--- src/gpf_pkg.sv ---
// shared types and constants for the goldbach prime pair finder
package gpf_pkg;

    localparam int unsigned NUM_W   = 16;
    localparam int unsigned SMALL_W = 15;

    localparam logic [NUM_W-1:0] MIN_PAIR_SUM = 16'd6;
    localparam logic [NUM_W-1:0] FIRST_ODD    = 16'd3;
    localparam logic [NUM_W-1:0] ODD_STEP     = 16'd2;

    typedef struct packed {
        logic [NUM_W-1:0] number;
        logic             trivial;
    } t_job;

    typedef enum logic [2:0] {
        MP_CLEAR,
        MP_CHECK,
        MP_WAIT,
        MP_MARK,
        MP_READY
    } t_map_state;

    typedef enum logic {
        SC_IDLE,
        SC_SCAN
    } t_scan_state;

endpackage

--- src/gpf_front.sv ---
// input acceptance, classification and two-entry job queue
module gpf_front import gpf_pkg::*; (
    input  logic             i_clk,
    input  logic             i_rst_n,
    input  logic             i_valid,
    input  logic [NUM_W-1:0] i_number,
    input  logic             i_table_ready,
    input  logic             i_pop,
    output logic             o_ready,
    output logic             o_job_valid,
    output t_job             o_job
);

    t_job       r_q [2];
    logic       r_wp, r_rp;
    logic [1:0] r_cnt, n_cnt;
    logic       w_push;
    t_job       w_job;

    assign o_ready     = i_table_ready && (r_cnt != 2'd2);
    assign w_push      = i_valid && o_ready;
    assign o_job_valid = (r_cnt != 2'd0);
    assign o_job       = r_q[r_rp];

    // odd numbers and numbers below six have no odd prime pair
    assign w_job.number  = i_number;
    assign w_job.trivial = i_number[0] || (i_number < MIN_PAIR_SUM);

    always_comb begin
        n_cnt = r_cnt;
        if (w_push && !i_pop) begin
            n_cnt = r_cnt + 2'd1;
        end else if (!w_push && i_pop) begin
            n_cnt = r_cnt - 2'd1;
        end
    end

    always_ff @(posedge i_clk) begin
        if (!i_rst_n) begin
            r_wp  <= 1'b0;
            r_rp  <= 1'b0;
            r_cnt <= 2'd0;
        end else begin
            r_cnt <= n_cnt;
            if (w_push) begin
                r_wp <= !r_wp;
            end
            if (i_pop) begin
                r_rp <= !r_rp;
            end
        end
    end

    always_ff @(posedge i_clk) begin
        if (w_push) begin
            r_q[r_wp] <= w_job;
        end
    end

endmodule

--- config.mk ---
export PLATFORM = sky130hd
export DESIGN_NAME = gpf_front
export DESIGN_NICKNAME = d
export VERILOG_FILES = /design/src/gpf_pkg.sv /design/src/gpf_front.sv
export SDC_FILE = /design/constraint.sdc
export NUM_CORES = 1
export LEC_CHECK = 0
export BUFFER_PORTS_ARGS = -buffer_cell sky130_fd_sc_hd__buf_2
export CAP_MARGIN = 20
export CORE_MARGIN = 3
export CORE_UTILIZATION = 35
export CTS_BUF_LIST = sky130_fd_sc_hd__clkbuf_16
export DETAILED_ROUTE_END_ITERATION = 8
export GPL_TIMING_DRIVEN = 0
export SYNTH_ARGS = -nofsm -noshare
export SYNTH_HDL_FRONTEND = slang
export SYNTH_SLANG_ARGS = --single-unit
--- constraint.sdc ---
create_clock -name i_clk -period 1.6 [get_ports i_clk]
set_input_delay 0.32 -clock i_clk [delete_from_list [all_inputs] [get_ports i_clk]]
set_output_delay 0.32 -clock i_clk [all_outputs]
set_load 0.1 [all_outputs]
==> impl_metrics.json, run 1 <==
{
  "status": "complete, but fails checks",
  "violations": "negative setup slack",
  "gp_congestion": 0.707,
  "cp-start-kind": "flip-flop",
  "die_h_um": 71.4,
  "synth-seq-cells": 39,
  "hold_depth": 1,
  "antenna_found_initial": 0,
  "grt_pass1_vias": 1056,
  "holdWs_ps": 246,
  "r2r_slack_ps": -110,
  "critPathCaptureType": "output pin",
  "clockBufferDepth": 2,
  "timing.final.ws_setup_ps": -141,
  "layout_common_cells": "34 x edfxtp_1, 21 x buf_2, 14 x mux2_4, 14 x buf_12, 7 x buf_4",
  "cts-root-buf": "clkbuf_16",
  "cts_sinks": 39,
  "fin_nets": 161,
  "path_clk_slew_ps": 60,
  "synth_compound_area_frac": 0.0301,
  "grt_max_degree": 18,
  "synthAdderAreaFrac": 0.00835,
  "rows": 23,
  "critPathMaxFanout": 5,
  "ant_nets": 0,
  "die-area_mm2": 0.00510,
  "vias": 884,
  "relSlewSlack": 0.417,
  "hold_path.class": "input pin to flip-flop",
  "maxCapViolations": 0,
  "rsz0062_at_grt": "yes",
  "setup_viol": 46,
  "wirelength_mm": 3.02,
  "path_class": "flip-flop to output pin",
  "io_pins": 40,
  "critPathRequiredTime_ps": 1280,
  "hold_viol": 0,
  "insertion_delay_ps": 280,
  "coreArea_mm2": 0.00406,
  "start_util": 0.369,
  "period_share": 1.09,
  "p_leak_nw": 0.953,
  "wire_per_inst_um": 15.9,
  "power_density_mw_per_mm2": 1420,
  "r2r_start": "r_cnt[1]$_SDFFE_PN0P_",
  "die_w_um": 71.4,
  "hp-start": "i_number[5]",
  "synth_top_family_by_area": "multiplexers",
  "drtPass1Iterations": 3,
  "grtUsageTotal": 0.134,
  "synth.area.mux_share": 0.134,
  "timing.final.crit_period_ps": 1740,
  "placed_cell_area_mm2": 0.00177,
  "syn_nets": 108,
  "fin_skew_ps": 4.13,
  "worstReg2RegEnd": "r_q[0][2]$_DFFE_PP_",
  "syn_inst": 86,
  "hpwl_mm": 1.96,
  "io_buffers": 39,
  "tritoncts": "built",
  "synth-simple-area-share": 0.0409,
  "fin_util": 0.577,
  "ctsHtreeMaxLevel": 2,
  "synth_xor_xnor_area_share": 0.0175,
  "drive_gt1_frac": 0.571,
  "irDropWorstVdd_uv": 746,
  "layout_commonest_cell": "edfxtp_1",
  "area_growth_pct": 56.3,
  "design_area_mm2": 0.00234,
  "yosysUniqueCellTypes": 22,
  "syn_area_per_cell_um2": 17.4,
  "avgViaCountPerCell": 4.65,
  "fmax_ghz": 0.574,
  "num-fill-cells": 313,
  "overflow": 0,
  "drv_slew": 0,
  "yosys_warnings": 0,
  "grt_pass1_wl_mm": 5.13,
  "drtIter0Drc": 51,
  "drc_errors": 0,
  "ff2ff_path_depth": 4,
  "diodes": 0,
  "netlist_area_mm2": 0.00150,
  "yosysSeqAreaShare": 0.748,
  "holdPathEnd": "r_q[1][6]$_DFFE_PP_",
  "cts_made_buffers": 5,
  "worstPathArrival_ps": 1420,
  "worstMarginPinSlew_ps": 873
}
worst max-delay path, cell delays in order, from the launching register on:
cell     delay (ps)
dfxtp_2         370
buf_4           130
buf_8           110
mux2_2          340
buf_6           190
synth_stat cells, drive strengths merged:
master / n / area (um^2)
inv: 5 / 18.8
xnor2: 1 / 8.76
dfxtp: 5 / 100
o21ai: 1 / 5.00
edfxtp: 34 / 1020
xor2: 2 / 17.5
a41o: 1 / 10.0
nand2: 3 / 11.3
nor2: 2 / 7.51
o211ai: 1 / 7.51
and2: 3 / 18.8
buf: 2 / 12.5
ha: 1 / 12.5
mux2: 17 / 191
nor4: 2 / 12.5
a21boi: 2 / 15.0
a211oi: 1 / 7.51
mux2i: 1 / 10.0
or3: 1 / 6.26
nor3: 1 / 5.00
layer usage:
metal	vias up	share of wire	GRT usage
met5	-	0	0
met3	4	0.072	0.0449
met1	424	0.38	0.156
met4	0	0.0089	0.0626
li1	428	-	-
met2	28	0.53	0.222
worst max-delay path by stage:
stage | endpoint | slack (ps)
final | o_job[12] | -140
after global routing | r_q[0][2]$_DFFE_PP_ | -260
after CTS | o_job[7] | -200
after detailed placement | r_cnt[1]$_SDFFE_PN0P_ | -230
after global placement | r_q[1][11]$_DFFE_PP_ | -540
after floorplan | r_q[1][0]$_DFFE_PP_ | -100
where the power goes:
part           leakage (nW)  switching, W  internal (W)
Sequential            0.354     0.0000270       0.00117
Clock                0.0952      0.000366      0.000887
Combinational         0.504      0.000549      0.000322
Total                 0.953      0.000942       0.00238
flip-flops by register name, summed over array words and instances, names as in the netlist, named ones only:
name,count
r_wp,1
r_rp,1
r_cnt,2
r_q,34
cells by family after synthesis:
family,count (synthesis)
flops,39
mux,18
simple gates,12
buf+inv,7
compound gates,6
xor+xnor,3
fa+ha+maj,1
stage by stage:
step	TNS, ps	setup slack (ps)	instances	power [W]
after detailed placement	-7360	-231	175	0.00186
after global routing	-11020	-264	190	0.00344
after floorplan	-3360	-98.3	86	0.00175
after global placement	-19300	-542	175	0.00185
after CTS	-7040	-197	189	0.00333
final	-4620	-141	190	0.00333
repair_timing:
item / 4_1_cts / 5_1_grt
endpoints found under the setup margin: 54 / 54
gates resized for setup: 76 / 10
buffers inserted: 5 / 2
hold buffers: 0 / 0
pin swaps: 3 / 1
gates cloned: 1 / 0
area by class of cell:
| type | instances | area [um^2] | share of cell area |
|---|---|---|---|
| plain buffers | 1 | 15.0 | 0.00641 |
| repair buffers | 47 | 512 | 0.218 |
| inverters | 5 | 18.8 | 0.00801 |
| multi-input cells | 40 | 420 | 0.179 |
| clock inverters | 3 | 63.8 | 0.0272 |
| clock buffers | 5 | 125 | 0.0534 |
| well taps | 50 | 62.6 | 0.0267 |
| flip-flops and latches | 39 | 1120 | 0.480 |
Power figures use the tool's default switching activity.
==> inputs of run 2 (changes only) <==
Settings changed: CORE_UTILIZATION 35 to 40, CTS_BUF_LIST sky130_fd_sc_hd__clkbuf_16 to sky130_fd_sc_hd__clkbuf_4 sky130_fd_sc_hd__clkbuf_8, PLACE_DENSITY from default to 0.66, SLEW_MARGIN from default to 25.
==> run 2 against run 1 <==
  * The flow still finishes with violations (negative setup slack)
  * Critical path type unchanged
  * Highest routed layer is now met3
  * Final cell count decreased by 1.1%
  * Sequential power about the same
  * First-iteration DRC count increased by 7.8%
  * Critical endpoint unchanged
==> impl_metrics.json, run 2 (synthesis results as in run 1) <==
{
  "placed_cell_area_mm2": 0.00176,
  "rsz0062_at_grt": "yes",
  "worstPathArrival_ps": 1390,
  "cts_sinks": 39,
  "timing.final.crit_period_ps": 1710,
  "reg_top3": "r_q (34), r_cnt (2)",
  "ant_nets": 0,
  "diodes": 0,
  "irDropWorstVdd_uv": 946,
  "grt_pass1_wl_mm": 4.26,
  "drtIter0Drc": 55,
  "path_class": "flip-flop to output pin",
  "wire_per_inst_um": 16.4,
  "dp_cells": 171,
  "hpwl_mm": 1.81,
  "cts_hold_buf": 0,
  "finalNonFillerCells": 188,
  "fin_skew_ps": 9.17,
  "clockBufferDepth": 2,
  "p_leak_nw": 0.946,
  "hold_viol": 0,
  "overflow": 0,
  "cts-root-buf": "clkbuf_8",
  "path_clk_slew_ps": 80,
  "drv_slew": 0,
  "cp-start-kind": "flip-flop",
  "worstMarginPinSlew_ps": 877,
  "grtUsageTotal": 0.135,
  "period_share": 1.07,
  "grt_pass1_vias": 912,
  "die_h_um": 67.2,
  "die-area_mm2": 0.00452,
  "critPathRequiredTime_ps": 1280,
  "timing.final.ws_setup_ps": -107,
  "setup_viol": 35,
  "antenna_found_initial": 0,
  "tritoncts": "built",
  "vias": 912,
  "critPathCaptureType": "output pin",
  "totalPowerFinal_w": 0.00292,
  "layout_common_cells": "34 x edfxtp_1, 21 x buf_2, 18 x buf_12",
  "fin_nets": 163,
  "grt_max_degree": 18,
  "path_cells": "buf_6, clkbuf_16, mux2_4, buf_12",
  "largest_register": "r_q",
  "fin_tns_setup_ps": -2320,
  "critPathMaxFanout": 6,
  "violations": "negative setup slack",
  "drc_errors": 0,
  "ctsHtreeMaxLevel": 2,
  "power_density_mw_per_mm2": 1250,
  "layout_commonest_cell": "edfxtp_1",
  "largest_register_ffs": 34,
  "crit_slowest_cell": "dfxtp_2",
  "die_w_um": 67.2,
  "relSlewSlack": 0.414,
  "maxCapViolations": 0,
  "area_growth_pct": 55.3,
  "design_area_mm2": 0.00233,
  "fmax_ghz": 0.586,
  "pre_cts_ws_ps": -227,
  "coreArea_mm2": 0.00347,
  "start_util": 0.432,
  "status": "complete, but fails checks",
  "cts_made_buffers": 5,
  "wirelength_mm": 3.08,
  "io_pins": 40,
  "rows": 21,
  "drive_gt1_frac": 0.585,
  "avgViaCountPerCell": 4.85,
  "gp_congestion": 0.733,
  "io_buffers": 39,
  "max_stage_delay_ps": 320,
  "drtPass1Iterations": 4,
  "insertion_delay_ps": 290,
  "num-fill-cells": 242,
  "hold_path.class": "input pin to flip-flop"
}
==> run 2: repair_timing <==
action,4_1_cts,5_1_grt
endpoints found under the setup margin,54,36
pin swaps,2,1
setup buffers,6,2
hold endpoints to repair,0,0
cloned,0,1
resized for setup,50,49
==> run 2: cell type report <==
type	instances	area, um^2	share of cell area
sequential	39	1120	0.483
timing repair buffer	48	546	0.234
multi-input combinational	40	437	0.188
clock buffer	5	68.8	0.0296
tap	46	57.6	0.0247
clock inverter	3	43.8	0.0188
buffer	2	31.3	0.0134
inverter	5	18.8	0.00806
==> run 2: per-layer routing <==
metal  up-vias  global-route usage  share of wire
met5         -                   0              0
met4         0              0.0456              0
met3         0              0.0566          0.066
met2        28               0.234           0.54
met1       451               0.149           0.40
li1        433                   -              -
==> run 2: final timing paths <==
path         slack, ps             startpoint  cells after the start                     to
max               -110              flip-flop                      4              o_job[12]
min                230           i_number[10]                      1   r_q[1][11]$_DFFE_PP_
max reg2reg       -100  r_cnt[1]$_SDFFE_PN0P_                      7  r_cnt[1]$_SDFFE_PN0P_
min reg2reg        510      r_wp$_SDFFE_PN0N_                      2      r_wp$_SDFFE_PN0N_
==> run 2: per-stage QoR <==
stage                     hold slack (ps)   util
final                                 233  0.671
after detailed placement              502  0.508
after global placement                460  0.506
after CTS                             220  0.600
after floorplan                       419      -
after global routing                  222  0.671
==> run 2: worst max-delay path, delay by kind of cell (launching register included) <==
kind | cells | cell delay [ps]
mux | 1 | 320
buf+inv | 3 | 460
flops | 1 | 320
==> run 2: where the power goes <==
part	total, W	internal (W)	switching (W)
sequential	0.00119	0.00117	0.0000229
clock	0.000808	0.000464	0.000344
combinational	0.000918	0.000348	0.000571
==> inputs of run 3 (changes only) <==
--- a/constraint.sdc
+++ b/constraint.sdc
@@ -3,2 +3,2 @@
 set_output_delay 0.32 -clock i_clk [all_outputs]
-set_load 0.1 [all_outputs]
+set_load 0.005 [all_outputs]
==> run 3 against run 2 <==
  * The run still ends with negative setup slack left
  * First-iteration DRC count is 42% lower
  * Routed wire length decreased by 7.1%
  * Combinational power down 54%
  * Sequential cell count stayed put
  * Total power is 23% lower
  * Sequential power about the same
  * Clock skew is 5.5 ps lower
  * Setup slack improved by 87 ps
  * Final area fell by 8.3%
  * Critical path type unchanged
  * Largest cell class unchanged
==> impl_metrics.json, run 3 (synthesis results as in run 1) <==
{
  "coreArea_mm2": 0.00347,
  "reg_top3": "r_q (34), r_cnt (2)",
  "gp_congestion": 0.723,
  "hold_viol": 0,
  "setup_viol": 11,
  "rows": 21,
  "overflow": 0,
  "antenna_found_initial": 0,
  "r2r_slack_ps": -10,
  "cts-root-buf": "clkbuf_8",
  "maxCapViolations": 0,
  "io_buffers": 39,
  "layout_commonest_cell": "edfxtp_1",
  "path_cells": "buf_6, buf_8, mux2_4, buf_6",
  "cts_sinks": 39,
  "fin_tns_setup_ps": -136,
  "tritoncts": "built",
  "insertion_delay_ps": 280,
  "drive_gt1_frac": 0.571,
  "relSlewSlack": 0.644,
  "met1_length_mm": 1.17,
  "critPathMaxFanout": 5,
  "cp-start-kind": "flip-flop",
  "hold_path.class": "input pin to flip-flop",
  "die_h_um": 67.2,
  "largest_register": "r_q",
  "wire_per_inst_um": 15.4,
  "placed_cell_area_mm2": 0.00176,
  "crit_slowest_cell": "dfxtp_2",
  "crit_top_cell": "buf_6",
  "fmax_ghz": 0.617,
  "grtUsageTotal": 0.142,
  "clockBufferDepth": 2,
  "area_growth_pct": 42.4,
  "timing.final.crit_period_ps": 1620,
  "path_class": "flip-flop to output pin",
  "violations": "negative setup slack",
  "ctsHtreeMaxLevel": 2,
  "p_leak_nw": 0.868,
  "power_density_mw_per_mm2": 1050,
  "fin_nets": 161,
  "critPathCaptureType": "output pin",
  "topRoutingLayerUsed": "met4",
  "cp_top_family": "buffers and inverters",
  "ant_nets": 0,
  "io_pins": 40,
  "avgViaCountPerCell": 4.90,
  "drtPass1Iterations": 4,
  "die_w_um": 67.2,
  "worstMarginPinSlew_ps": 532,
  "crit_cells": 4,
  "drtIter0Drc": 32,
  "timing.final.ws_setup_ps": -19.9,
  "endpoint": "o_job[12]",
  "timing.critical_path.buf_inv": 3,
  "wirelength_mm": 2.86,
  "dr_wl_met3_um": 200,
  "status": "complete, but fails checks",
  "irDropWorstVdd_uv": 841,
  "cts_made_buffers": 5,
  "drc_errors": 0,
  "critPathRequiredTime_ps": 1280,
  "met2_length_mm": 1.44,
  "worstReg2RegEnd": "r_cnt[1]$_SDFFE_PN0P_",
  "grt_pass1_wl_mm": 4.49,
  "start_util": 0.432,
  "grt_max_degree": 18,
  "layout_common_cells": "34 x edfxtp_1, 22 x buf_2, 19 x buf_6",
  "path_clk_slew_ps": 70,
  "vias": 911,
  "worstPathArrival_ps": 1300,
  "rsz0062_at_grt": "yes",
  "largest_register_ffs": 34,
  "hpwl_mm": 1.87,
  "ff2ff_path_depth": 7,
  "diodes": 0,
  "r2r_start": "r_cnt[1]$_SDFFE_PN0P_",
  "max_stage_delay_ps": 320,
  "fin_skew_ps": 3.65,
  "period_share": 1.01,
  "grt_pass1_vias": 907,
  "die-area_mm2": 0.00452,
  "design_area_mm2": 0.00213,
  "drv_slew": 0
}
-- run 3: cell count changes in the layout (fill, tap and decap cells not counted), sizes merged --
cell,change
buf,-1
bufinv,-1
clkbuf,-1
clkinv,+1
-- run 3: metrics by stage --
stage | hold WS [ps] | power (W) | utilization | setup slack [ps] | cells
finish | 236 | 0.00224 | 0.615 | -19.9 | 186
global route | 212 | 0.00236 | 0.615 | -62.8 | 186
CTS | 226 | 0.00223 | 0.602 | -153 | 185
detailed placement | 497 | 0.00147 | 0.506 | -208 | 171
global placement | 461 | 0.00146 | 0.505 | -531 | 171
floorplan | 419 | 0.00135 | - | -92.6 | 86
-- run 3: area by class of cell --
class	instances	area, um^2
fill	283	1330
sequential	39	1120
multi-input combinational	40	438
timing repair buffer	46	385
clock buffer	5	68.8
tap	46	57.6
buffer	2	26.3
inverter	5	18.8
clock inverter	3	15.0
-- run 3: power breakdown --
part           total [W]  internal (W)  switching (W)
clock           0.000621      0.000298       0.000323
combinational   0.000419      0.000255       0.000164
sequential       0.00120       0.00117      0.0000248
total            0.00224       0.00172       0.000512
-- run 3: worst min-delay path by stage --
stage	startpoint	endpoint	slack, ps	cells after the start
detailed placement	r_wp$_SDFFE_PN0N_	r_wp$_SDFFE_PN0N_	500	2
finish	i_number[10]	r_q[0][11]$_DFFE_PP_	240	1
global route	i_number[10]	r_q[0][11]$_DFFE_PP_	210	1
global placement	r_wp$_SDFFE_PN0N_	r_wp$_SDFFE_PN0N_	460	2
floorplan	i_number[9]	r_q[0][10]$_DFFE_PP_	420	0
CTS	i_number[10]	r_q[0][11]$_DFFE_PP_	230	1
-- run 3: repair_timing --
item | 4_1_cts | 5_1_grt
gates cloned | 1 | 0
endpoints found under the setup margin | 53 | 53
hold buffers | 0 | 0
resized for setup | 42 | 7
pin swaps | 4 | 1
buffers inserted | 5 | 1
-- run 3: worst reg2reg max path: cells and delay by family (launching register included) --
family | cells | cell delay [ps]
AOI/OAI and AO/OA | 2 | 350
adders and majority gates | 1 | 170
DFF | 1 | 350
and+or+nand+nor | 1 | 370
buffers and inverters | 2 | 160
xor gates and xnor gates | 1 | 140
-- run 3: layer usage --
metal / vias to the layer above / GRT usage
met3: 7 / 0.0466
met1: 444 / 0.180
li1: 432 / -
met4: 0 / 0.0684
met2: 28 / 0.221
met5: - / 0
